## config.mk

```make
export PLATFORM = sky130hd
export DESIGN_NAME = bpa_front
export DESIGN_NICKNAME = d
export VERILOG_FILES = /design/src/sv/bpa_pkg.sv /design/src/sv/bpa_front.sv
export SDC_FILE = /design/constraint.sdc
export NUM_CORES = 1
export LEC_CHECK = 0
export BUFFER_PORTS_ARGS = -buffer_cell sky130_fd_sc_hd__buf_2
export CAP_MARGIN = 20
export CORE_AREA = 2 2 39 41
export DETAILED_ROUTE_END_ITERATION = 6
export DIE_AREA = 0 0 41 43
export PLACE_DENSITY_LB_ADDON = 0.2
export SYNTH_ARGS = -nofsm -noshare
export SYNTH_HDL_FRONTEND = slang
export SYNTH_SLANG_ARGS = --single-unit
```

## constraint.sdc

```tcl
create_clock -name vclk -period 2.8
set_input_delay 0.28 -clock vclk [all_inputs]
set_output_delay 0.28 -clock vclk [all_outputs]
set_load 0.02 [all_outputs]
```

## src/sv/bpa_pkg.sv

```systemverilog
package bpa_pkg;

    localparam int PAGE_COUNT  = 1024;
    localparam int ORDER_COUNT = 11;
    localparam int FRAME_W     = 10;
    localparam int ORDER_W     = 4;
    localparam int ROW_W       = 32;
    localparam int ROW_SH      = 5;

    localparam logic [1:0] ST_OK      = 2'd0;
    localparam logic [1:0] ST_NO_FREE = 2'd1;
    localparam logic [1:0] ST_NOT_ALC = 2'd2;
    localparam logic [1:0] ST_BAD     = 2'd3;

    localparam logic [1:0] FN_ALLOC   = 2'd0;
    localparam logic [1:0] FN_FREE    = 2'd1;
    localparam logic [1:0] FN_RELEASE = 2'd2;

    typedef enum logic [1:0] {
        K_ALLOC   = 2'd0,
        K_FREE    = 2'd1,
        K_RELEASE = 2'd2,
        K_ERR     = 2'd3
    } kind_t;

    typedef struct packed {
        kind_t                kind;
        logic [ORDER_W-1:0]   order;
        logic [FRAME_W-1:0]   frame;
    } cmd_t;

    function automatic int row_base(int k);
        int base;
        base = 0;
        for (int j = 0; j < ORDER_COUNT; j++) begin
            if (j < k) begin
                base += ((PAGE_COUNT >> j) > ROW_W) ? ((PAGE_COUNT >> j) >> ROW_SH) : 1;
            end
        end
        return base;
    endfunction

    localparam int ROW_COUNT = row_base(ORDER_COUNT);
    localparam int ROW_AW    = $clog2(ROW_COUNT);

    function automatic logic [ROW_AW-1:0] row_of(logic [ORDER_W-1:0] k,
                                                 logic [FRAME_W-1:0] b);
        return ROW_AW'(row_base(int'(k)) + int'(b >> ROW_SH));
    endfunction

endpackage

```

## src/sv/bpa_front.sv

```systemverilog
module bpa_front import bpa_pkg::*; (
    input  logic               s_valid,
    output logic               s_ready,
    input  logic [1:0]         s_func,
    input  logic [ORDER_W-1:0] s_req_order,
    input  logic [FRAME_W-1:0] s_frame,
    input  logic               q_full,
    input  logic               init_done,
    output logic               push,
    output cmd_t               cmd
);

    logic [FRAME_W:0] mask;
    logic             order_ok;

    assign order_ok = int'(s_req_order) < ORDER_COUNT;
    assign mask     = (11'(1) << s_req_order) - 11'(1);
    assign s_ready  = !q_full && init_done;
    assign push     = s_valid && s_ready;

    always_comb begin
        cmd.order = s_req_order;
        cmd.frame = s_frame;
        case (s_func)
            FN_ALLOC:   cmd.kind = order_ok ? K_ALLOC : K_ERR;
            FN_FREE:    cmd.kind = K_FREE;
            FN_RELEASE: cmd.kind = (order_ok && ((s_frame & mask[FRAME_W-1:0]) == '0))
                                   ? K_RELEASE : K_ERR;
            default:    cmd.kind = K_ERR;
        endcase
    end

endmodule

```

==> run summary <==
* final sequential cell count: 0
* Synthesized Nets: 75
* final hold violations: 0
* proportion of synthesized chip area in sequential cells: 0
* distinct cell type count of the synthesized netlist: 28
* most numerous cell on the critical path: sky130_fd_sc_hd__buf_2
* proportion of power drawn by flip-flops and latches: 0
* Setup Viol. Count Final: 0
* critical path type: input pin to output pin
* data required time of the worst path: 2520 ps
* Finished Layout Cells: 91
* # nets final: 97
* post-CTS setup buffers: 0
* mean number of vias per cell: 5.330
* antenna violations before repair: 0
* post-route core utilization: 0.3481
* peak fanout along the critical path: 12
* top cell types by occurrence after synthesis: 14 x sky130_fd_sc_hd__buf_4, 4 x sky130_fd_sc_hd__nand2_1, 3 x sky130_fd_sc_hd__a21o_1, 3 x sky130_fd_sc_hd__buf_2
* CP bufs+invs: 2
* total grt overflow: 0
* number of DRC markers in iteration 0: 6
* detailed-route wire length: 1.009 mm
* placement-stage worst setup slack: 209.1 ps
* Final Wtd Congestion: 0.7653
* quantity of gates resized following cts: 0
* Worst Slack Setup Final: 219.5 ps
* summed area of non-filler cells in the final layout: 481.7 sq um
* CP Capture Type: output pin
* number of cells on the critical path: 9
* average instance area after synthesis: 7.280 sq um
* multi-input logic area: 265.3 sq um
* highest-delay cell along the critical path: sky130_fd_sc_hd__a2111o_1
* unrepaired setup endpoints after global routing: no
* cell accounting for the most synthesized area: sky130_fd_sc_hd__buf_4
* final number of max-transition violations: 0
* share of layout cells above drive strength 1: 0.5200
* relative contribution of combinational cells to total power: 1.000
* crit share post-route: 0.9216
* area fraction of the dominant cell type after synthesis: 0.2625
* floorplan die area: 1763 sq um
* pin count of the biggest net entering global routing: 14
* transition time at the pin with the least slew margin: 314.3 ps
* global routing met1 resource utilization: 0.1551
* initial cell density of the core: 0.2893
* ANT nets after route: 0
* worst hold path class: input pin to output pin
* maximum ir drop on the vdd rail: 46.59 uV
* Sw Ratio: 0.5813
* most common cell in the synthesized netlist: sky130_fd_sc_hd__buf_4
* worst path arrival time: 2300 ps
* cell types occupying the most area after synthesis: sky130_fd_sc_hd__buf_4 26%, sky130_fd_sc_hd__a21o_1 5.6%, sky130_fd_sc_hd__a22o_1 4.4%
* detailed-routing iteration count for the pre-antenna-repair pass: 4
* launching element type of the critical path: input pin
* Die Ht: 43 microns
* pwr dens: 171.2 nW/um^2
* outcome: complete, no violations
* number of buffers inserted by port buffering: 37
* final antenna diode count: 0
* standard-cell row count: 14
* Post-Synthesis Cell Area: 400.4 sq um
* GR Util met3: 0.005236
* relative area change from synthesis to final layout: 20.31%
* post-cts hold buffer count: 0
* Seq. cell area: 0 sq um
* Internal Pwr Total: 0.00003452 W
* part of the total power dissipated in the clock network: 0
* Cell Count Post-Placement: 91
* first-pass GRT wire length: 1.524 mm
* post-place instance area: 481.7 sq um
* Fill cells: 145
* headroom to the max-slew limit: 0.7877
* Synth Warn #: 0
* # DRC: 0
* number of global-route vias before repair: 390
* Core ar.: 1384 sq um
* achievable clock frequency: 0.3875 GHz
* Lkg Pwr: 0.2470 nW
* peak per-stage delay on the critical path: 400 ps
* # clk buffers: 0
* setup_tns: 0 ps
* final period demand of the worst path: 2580 ps
* highest-utilization routing layer at the global route stage: met2
* Max Cap Viol: 0
* power spent charging and discharging nets: 0.00004793 W
* GR Layer Usage met2: 0.2063
* floorplan die width: 41 microns
* drt wl/cell: 11.09 microns
* number of vias after detailed routing: 485
* worst hold path stage count: 2
* cell count after synthesis: 55
* crit-path leading delay family: compound AO/OA/AOI/OAI gates
* Overall Global Routing Usage: 0.1159
* boundary pin count: 37
* CP cell instances: buf_2 -> nor3_1 -> nand2b_1 -> ha_1 -> a21o_1 -> a22o_1 -> a2111o_1 -> a221o_1 -> buf_2
cell families (layout without fill, tap and decap cells):
group           after synthesis  count (layout)  synth area share
compound gates               18              18            0.3813
mux                           1               1           0.02812
buf+inv                      19              39            0.3375
fa+ha+maj                     1               1           0.03125
simple gates                 16              16            0.2219
stage by stage:
| stage | hold slack (ps) | total power, W |
|---|---|---|
| floorplan | 642.6 | 0.00006461 |
| global placement | 794.9 | 0.00008189 |
| detailed placement | 797.6 | 0.00008292 |
| CTS | 797.1 | 0.00008313 |
| global route | 806.4 | 0.00009041 |
| finish | 795.1 | 0.00008245 |
power groups by stage:
stage / logic [W] / registers (W) / clock network (W)
finish: 0.0000824 / 0 / 0
global route: 0.0000904 / 0 / 0
CTS: 0.0000831 / 0 / 0
detailed placement: 0.0000829 / 0 / 0
global placement: 0.0000819 / 0 / 0
floorplan: 0.0000646 / 0 / 0
worst paths after layout:
check / endpoint / slack (ps) / startpoint
min: cmd[7] / 800 / s_frame[7]
max: cmd[14] / 220 / s_req_order[1]
final cells by class:
class	count	area share
timing repair buffer	38	0.4000
inverter	1	0.007792
multi-input combinational	36	0.5506
tap	16	0.04156
placed cells by master, fill, tap and decap left out:
cell type                    n
sky130_fd_sc_hd__a211oi_1    1
sky130_fd_sc_hd__o41ai_1     1
sky130_fd_sc_hd__nand2b_1    2
sky130_fd_sc_hd__o2111a_1    1
sky130_fd_sc_hd__o2111ai_1   2
sky130_fd_sc_hd__buf_4       1
sky130_fd_sc_hd__and2b_1     1
sky130_fd_sc_hd__inv_1       1
sky130_fd_sc_hd__a221o_1     1
sky130_fd_sc_hd__a2111o_1    1
sky130_fd_sc_hd__nor2b_1     2
sky130_fd_sc_hd__a32o_1      1
sky130_fd_sc_hd__a32oi_1     1
sky130_fd_sc_hd__mux2_2      1
sky130_fd_sc_hd__nor4b_1     1
sky130_fd_sc_hd__a21o_1      3
sky130_fd_sc_hd__a22o_1      2
sky130_fd_sc_hd__nor2_1      1
sky130_fd_sc_hd__buf_2      37
sky130_fd_sc_hd__and2_1      2
sky130_fd_sc_hd__nor4_1      1
sky130_fd_sc_hd__o21ai_0     2
sky130_fd_sc_hd__o21bai_1    1
sky130_fd_sc_hd__nand2_1     4
sky130_fd_sc_hd__a222oi_1    1
sky130_fd_sc_hd__ha_1        1
sky130_fd_sc_hd__nor3_1      2
layer usage:
layer / share of wire / up-vias
li1: - / 238
met1: 0.43 / 222
met2: 0.48 / 25
met3: 0.087 / 0
met4: 0 / 0
met5: 0 / -
Power figures use the tool's default switching activity.
