<file path="src/sv/bpa_pkg.sv">
package bpa_pkg;

    localparam int PAGE_COUNT  = 1024;
    localparam int ORDER_COUNT = 11;
    localparam int FRAME_W     = 10;
    localparam int ORDER_W     = 4;
    localparam int ROW_W       = 32;
    localparam int ROW_SH      = 5;

    localparam logic [1:0] ST_OK      = 2'd0;
    localparam logic [1:0] ST_NO_FREE = 2'd1;
    localparam logic [1:0] ST_NOT_ALC = 2'd2;
    localparam logic [1:0] ST_BAD     = 2'd3;

    localparam logic [1:0] FN_ALLOC   = 2'd0;
    localparam logic [1:0] FN_FREE    = 2'd1;
    localparam logic [1:0] FN_RELEASE = 2'd2;

    typedef enum logic [1:0] {
        K_ALLOC   = 2'd0,
        K_FREE    = 2'd1,
        K_RELEASE = 2'd2,
        K_ERR     = 2'd3
    } kind_t;

    typedef struct packed {
        kind_t                kind;
        logic [ORDER_W-1:0]   order;
        logic [FRAME_W-1:0]   frame;
    } cmd_t;

    function automatic int row_base(int k);
        int base;
        base = 0;
        for (int j = 0; j < ORDER_COUNT; j++) begin
            if (j < k) begin
                base += ((PAGE_COUNT >> j) > ROW_W) ? ((PAGE_COUNT >> j) >> ROW_SH) : 1;
            end
        end
        return base;
    endfunction

    localparam int ROW_COUNT = row_base(ORDER_COUNT);
    localparam int ROW_AW    = $clog2(ROW_COUNT);

    function automatic logic [ROW_AW-1:0] row_of(logic [ORDER_W-1:0] k,
                                                 logic [FRAME_W-1:0] b);
        return ROW_AW'(row_base(int'(k)) + int'(b >> ROW_SH));
    endfunction

endpackage

</file>
<file path="src/sv/bpa_fifo.sv">
module bpa_fifo import bpa_pkg::*; (
    input  logic aclk,
    input  logic aresetn,
    input  logic push,
    input  cmd_t push_cmd,
    input  logic pop,
    output cmd_t pop_cmd,
    output logic full,
    output logic empty
);

    cmd_t       mem_reg [2];
    logic       wp_reg, wp_next, rp_reg, rp_next;
    logic [1:0] cnt_reg, cnt_next;

    assign full    = cnt_reg == 2'd2;
    assign empty   = cnt_reg == 2'd0;
    assign pop_cmd = mem_reg[rp_reg];

    always_comb begin
        wp_next  = push ? !wp_reg : wp_reg;
        rp_next  = pop ? !rp_reg : rp_reg;
        cnt_next = cnt_reg + 2'(push) - 2'(pop);
    end

    always_ff @(posedge aclk) begin
        if (!aresetn) begin
            wp_reg  <= 1'b0;
            rp_reg  <= 1'b0;
            cnt_reg <= 2'd0;
        end else begin
            wp_reg  <= wp_next;
            rp_reg  <= rp_next;
            cnt_reg <= cnt_next;
        end
    end

    always_ff @(posedge aclk) begin
        if (push) begin
            mem_reg[wp_reg] <= push_cmd;
        end
    end

endmodule

</file>
<file path="config.mk">
export PLATFORM = sky130hd
export DESIGN_NAME = bpa_fifo
export DESIGN_NICKNAME = d
export VERILOG_FILES = /design/src/sv/bpa_pkg.sv /design/src/sv/bpa_fifo.sv
export SDC_FILE = /design/constraint.sdc
export NUM_CORES = 1
export LEC_CHECK = 0
export ABC_AREA = 1
export BUFFER_PORTS_ARGS = -buffer_cell sky130_fd_sc_hd__buf_2
export CAP_MARGIN = 20
export CORE_MARGIN = 2
export CORE_UTILIZATION = 46
export DETAILED_ROUTE_END_ITERATION = 10
export PLACE_DENSITY = 0.74
export SYNTH_ARGS = -nofsm -noshare
export SYNTH_HDL_FRONTEND = slang
export SYNTH_SLANG_ARGS = --single-unit
</file>
<file path="constraint.sdc">
create_clock -name aclk -period 1.49 [get_ports aclk]
set_input_delay 0.2235 -clock aclk [delete_from_list [all_inputs] [get_ports aclk]]
set_output_delay 0.2235 -clock aclk [all_outputs]
set_load 0.005 [all_outputs]
</file>
==> metrics.md, run 1 <==
| Metric | Value |
|---|---|
| Wire length on met2 | `1170 um` |
| Pre-antenna DRT Iters | `3` |
| Final instance area | `0.00183 sq mm` |
| First-pass GRT wire length | `3400 um` |
| Top cell type's share of synthesized area | `67.0%` |
| PwrDens | `1090 mW/mm^2` |
| DP Worst Slack | `277 ps` |
| CTS Buffer Depth | `2` |
| Clk pwr share | `24.0%` |
| Initial DRC Count | `20` |
| Final ANT Viol Nets | `0` |
| Tcrit/Tclk final | `102%` |
| IO Count | `38` |
| Htree depth | `2` |
| Initial antenna violation count | `0` |
| Clk sinks | `37` |
| Final core occ | `between 60% and 70%` |
| Worst endpoint data arrival time | `1290 ps` |
| Crit Path Class | `reg2out` |
| Worst Max-Slew Pin Slew | `roughly 130 ps` |
| Vias per Instance | `4.87` |
| Max layer used | `met4` |
| N_diodes | `0` |
| Wire length per cell | `13.5 um` |
| Failing checks | `negative setup slack` |
| Sequential Power Share | `around 61%` |
| Max-cap viol count | `0` |
| Internal Pwr Total | `0.00156 W` |
| CP endpoint kind | `output port` |
| WP data required | `1270 ps` |
| Num CTS Buffers | `5` |
| Area leader, netlist | `edfxtp_1` |
| Core box area | `between 0.003 and 0.004 sq mm` |
| Comb pwr share | `15.2%` |
| DP HPWL | `1610 um` |
| Die W | `between 50 and 60 um` |
| Met1 wire length | `871 um` |
| Rel. slew slack | `91.6%` |
| DRC violations left | `0` |
| CP peak stage delay | `roughly 370 ps` |
| Most frequent cells in the layout | `edfxtp_1, buf_2, buf_6` |
| Clock transition at path regs | `100 ps` |
| Maximum VDD drop | `664 uV` |
| Share of layout cells above drive strength 1 | `49.2%` |
| Grt total ovfl | `0` |
| GRT Overall Usage | `13.9%` |
| CP Launch Type | `flop` |
| Hold WC Path Type | `in2reg` |
| Setup slack after layout | `-23.4 ps` |
| CTS Root Cell | `clkbuf_4` |
| Fin. Hold Viols | `0` |
| Count of final max-slew check failures | `0` |
| Yosys warning total | `0` |
| RSZ-0062 raised after global routing | `yes` |
| Die height | `59.9 um` |
| Syn Inst Count | `83` |
| P_sw | `around 0.00044 W` |
| Setup Fix Bufs, Post-CTS | `0` |
| WL met3 | `between 100 and 150 um` |
| Unique cell type count in the Yosys netlist | `12` |
| Fin nets | `around 150` |
| Port Buffers | `37` |
| Final min period | `between 1500 and 2000 ps` |
| FP Rows | `20` |
| GP Congestion | `0.634` |
| Finish-stage setup viols | `15` |
| Largest cells by area after synthesis | `edfxtp_1, mux2_4, dfxtp_1, mux2_2, nor2_1` |
| Cells along the critical path | `buf_12 > mux2_4 > buf_6` |
| Effective utilization at floorplan | `~48%` |
| Most common cell after layout, fill and taps aside | `edfxtp_1` |
| Max FFs per register | `32` |
| Syn Nets | `105` |
| Sequential area share after synthesis | `between 70 and 80%` |
| Pin count of the biggest net entering global routing | `12` |
| Vias | `803` |
| Pleak | `between 0.7 and 0.8 nW` |
| Layout area overhead | `27.6%` |
| Highest net fanout along the worst path | `11` |
| Layout Skew | `4.66 ps` |
| Seq cells post-synth | `37` |
| Die ar. | `between 0.003 and 0.004 sq mm` |
| Vias in the first global route | `794` |
| Placed cell areas | `approximately 0.0017 sq mm` |
| Sw frac | `22.0%` |
| Total Power | `0.00200 W` |
| CTS tree | `done` |
| Outcome | `finished with violations` |
| Cell Area, Synth | `0.00144 sq mm` |
| Detailed Route WL | `about 2200 um` |
| Slowest CP cell | `dfxtp_2` |
| Skew-Pair Late Insertion Delay | `330 ps` |
| Upper clock frequency limit | `661 MHz` |
| Syn Area/Cell | `17.3 sq um` |
-- logic make-up (layout without fill, tap and decap cells) --
logic type / after synthesis / after routing / synth area share (%)
flip-flops: 37 / 37 / 73.9
AND/OR/NAND/NOR: 18 / 18 / 4.79
multiplexers: 16 / 16 / 15.2
buffers and inverters: 9 / 58 / 4.01
adder cells (fa/ha/maj): 2 / 2 / 1.74
AO/OA/AOI/OAI: 1 / 1 / 0.348
-- synthesized netlist by cell type (all sizes together) --
master,n
nand2,8
nand3,1
a21oi,1
inv,7
nor2,9
mux2,16
ha,2
dfxtp,5
edfxtp,32
buf,2
-- power by group through the flow --
stage | clock network, W | registers, W | logic, W
after floorplan | 0 | 0.00123 | 0.000152
after global placement | 0 | 0.00123 | 0.000250
after detailed placement | 0 | 0.00124 | 0.000263
after CTS | 0.000498 | 0.00121 | 0.000291
after global routing | 0.000535 | 0.00122 | 0.000338
final | 0.000481 | 0.00121 | 0.000304
-- routing by layer --
layer | GRT usage, % | vias to the layer above
met4 | 8.57 | 0
met5 | 0 | -
met2 | 24.2 | 28
met1 | 14.1 | 377
li1 | - | 392
met3 | 4.76 | 6
-- what timing repair did --
item	CTS	global route
hold buffers	0	0
setup endpoints to repair	16	16
gates resized for setup	10	7
pin swaps	0	0
-- cell type report --
type                       instances  area (sq um)
inverter                           7          26.3
tap                               33          41.3
clock buffer                       8          48.8
sequential                        37          1060
fill                             245          1170
multi-input combinational         37           324
timing repair buffer              43           328
-- through the flow --
stage	instances	TNS, ps	hold slack, ps
2_1_floorplan	83	0	317
6_report	165	-263	72.7
3_3_place_gp	157	0	411
3_5_place_dp	157	0	415
5_1_grt	165	-1260	54.5
4_1_cts	165	-361	63.4
-- worst max-delay path: cells and delay by family (launching register included) --
kind                   cells  cell delay, ps
DFF                        1             370
muxes                      1             310
buffers and inverters      2             280
-- path summary, 6_finish.rpt --
| kind | endpoint | from | depth (start not counted) | slack (ps) |
|---|---|---|---|---|
| max | pop_cmd[13] | flop | 3 | -20 |
| min | mem_reg[0][2] | push_cmd[2] | 1 | 70 |
| max reg2reg | cnt_reg[1] | cnt_reg[0] | 7 | 280 |
| min reg2reg | wp_reg | wp_reg | 2 | 510 |
(Power assumes the default switching activity.)
==> inputs of run 2 (changes only) <==
--- a/config.mk
+++ b/config.mk
@@ -9,9 +9,8 @@
 export BUFFER_PORTS_ARGS = -buffer_cell sky130_fd_sc_hd__buf_2
 export CAP_MARGIN = 20
 export CORE_MARGIN = 2
-export CORE_UTILIZATION = 46
+export CORE_UTILIZATION = 30
 export DETAILED_ROUTE_END_ITERATION = 10
-export PLACE_DENSITY = 0.74
 export SYNTH_ARGS = -nofsm -noshare
 export SYNTH_HDL_FRONTEND = slang
 export SYNTH_SLANG_ARGS = --single-unit
==> run 2 against run 1 <==
The run now ends clean. Non-clock buffer count grew 1. Sequential power is essentially flat. Maximum frequency increased by 4.4%. Critical path depth did not move. Die area is 49% higher. Critical endpoint is now pop_cmd[14]. Sequential share of layout area increased by 0.74 points. Combinational power shrank 14%. Critical path type unchanged. Largest cell class unchanged. Core utilization fell by 22 points.
==> metrics.md, run 2 (synthesized netlist as in run 1, its figures left out) <==
| Metric | Value |
|---|---|
| Outcome | `complete, no violations` |
| HP Start | `push_cmd[3]` |
| Max-cap viol count | `0` |
| Share of layout cells above drive strength 1 | `50.4%` |
| Wire length per cell | `12.4 um` |
| DP HPWL | `1750 um` |
| Placed cell areas | `~0.0017 sq mm` |
| FF-to-FF path depth | `6` |
| CTS Buffer Depth | `2` |
| Layout area overhead | `26.2%` |
| Most common cell after layout, fill and taps aside | `buf_2` |
| Highest net fanout along the worst path | `5` |
| FP Rows | `25` |
| Final min period | `1450 ps` |
| Htree depth | `2` |
| Clock transition at path regs | `60 ps` |
| Maximum VDD drop | `374 uV` |
| Initial DRC Count | `36` |
| RSZ-0062 raised after global routing | `yes` |
| Pleak | `around 0.77 nW` |
| Skew-Pair Late Insertion Delay | `280 ps` |
| Core box area | `0.00466 sq mm` |
| Crit Path Class | `reg2out` |
| Upper clock frequency limit | `690 MHz` |
| Effective utilization at floorplan | `30.8%` |
| IO Count | `38` |
| N_diodes | `0` |
| Grt total ovfl | `0` |
| Worst endpoint data arrival time | `between 1000 and 1500 ps` |
| GP Congestion | `about 0.65` |
| Final ANT Viol Nets | `0` |
| Die W | `73.2 um` |
| Tcrit/Tclk final | `97.3%` |
| DRC violations left | `0` |
| Hold WC Path Type | `in2reg` |
| Hold Crit Endpoint | `mem_reg[0][3]` |
| CTS hold repair buffers | `0` |
| Vias in the first global route | `824` |
| Detailed Route WL | `2310 um` |
| Max FFs per register | `32` |
| Vias per Instance | `between 4 and 5` |
| CP Launch Type | `flop` |
| Rel. slew slack | `82.4%` |
| Fin. Hold Viols | `0` |
| Final instance area | `0.00181 sq mm` |
| Count of final max-slew check failures | `0` |
| Die height | `approximately 73 um` |
| Die ar. | `0.00535 sq mm` |
| Post-Place Cells | `178` |
| WHS Path Cells | `1` |
| Final cell count without fillers | `187` |
| Initial antenna violation count | `0` |
| Layout Skew | `about 7.2 ps` |
| Num CTS Buffers | `5` |
| Most frequent cells in the layout | `buf_2, edfxtp_1, mux2_4` |
| Pin count of the biggest net entering global routing | `12` |
| Port Buffers | `37` |
| Pre-antenna DRT Iters | `4` |
| Clk sinks | `37` |
| WP data required | `1270 ps` |
| R2R setup slack | `roughly 340 ps` |
| GRT Overall Usage | `9.55%` |
| Setup Fix Bufs, Post-CTS | `0` |
| Finish-stage setup viols | `0` |
| CTS Root Cell | `clkbuf_8` |
| DP Worst Slack | `287 ps` |
| R2R Path End | `cnt_reg[0]` |
| CP endpoint kind | `output port` |
| # fillers | `463` |
| Fin nets | `154` |
| Min Hold Slack | `approximately 130 ps` |
| Worst Max-Slew Pin Slew | `264 ps` |
| FF-to-FF Start | `cnt_reg[0]` |
| PwrDens | `between 1000 and 1500 mW/mm^2` |
| Vias | `795` |
| CTS tree | `done` |
| Setup slack after layout | `40.6 ps` |
| First-pass GRT wire length | `between 3000 and 4000 um` |
run 2: cell types whose count changed in the layout (fill, tap and decap cells not counted), moves of 5 or more:
cell and delta:
buf_2 +12, buf_6 -11, clkbuf_4 -5, clkbuf_8 +5
run 2: repair_timing:
action	in CTS	in global routing
cloned	0	1
endpoints found under the setup margin	10	16
gates resized for setup	1	7
run 2: metal layers:
metal | vias to the layer above | routed length [um] | track usage [%]
met1 | 371 | 905 | 9.77
li1 | 394 | - | -
met3 | 5 | 174 | 4.14
met4 | 0 | 39 | 5.56
met2 | 25 | 1190 | 16.1
met5 | - | 0 | 0
run 2: where the power goes:
part           total [W]  internal (W)  leakage, nW  switching, W
logic           0.000262      0.000145        0.383      0.000116
registers        0.00121       0.00119        0.343     0.0000208
clock network   0.000632      0.000327       0.0422      0.000304
run 2: critical path, cell delays in order (launching register included):
cell,delay [ps]
dfxtp_4,360
buf_4,160
mux2_4,300
buf_2,120
run 2: worst max path at each step:
| stage | end | startpoint | cells after the start |
|---|---|---|---|
| floorplan | mem_reg[0][0] | wp_reg | 1 |
| global placement | pop_cmd[8] | flop | 3 |
| detailed placement | pop_cmd[14] | flop | 3 |
| CTS | pop_cmd[0] | flop | 3 |
| global route | pop_cmd[2] | flop | 3 |
| finish | pop_cmd[14] | flop | 3 |
run 2: final cells by class:
class | count | area, sq um | share of cell area [%]
Sequential cell | 37 | 1060 | 58.8
Multi-Input combinational cell | 37 | 320 | 17.7
Timing Repair Buffer | 44 | 251 | 13.9
Clock buffer | 7 | 76.3 | 4.21
Tap cell | 54 | 67.6 | 3.73
Inverter | 7 | 26.3 | 1.45
Clock inverter | 1 | 5.00 | 0.276
run 2: stage by stage:
| step | utilization (%) | setup TNS (ps) | total power [W] |
|---|---|---|---|
| floorplan | - | 0 | 0.00138 |
| global placement | 36.5 | 0 | 0.00148 |
| detailed placement | 36.5 | 0 | 0.00149 |
| CTS | 38.3 | -1.03 | 0.00213 |
| global route | 38.9 | -66.8 | 0.00222 |
| finish | 38.9 | 0 | 0.00211 |
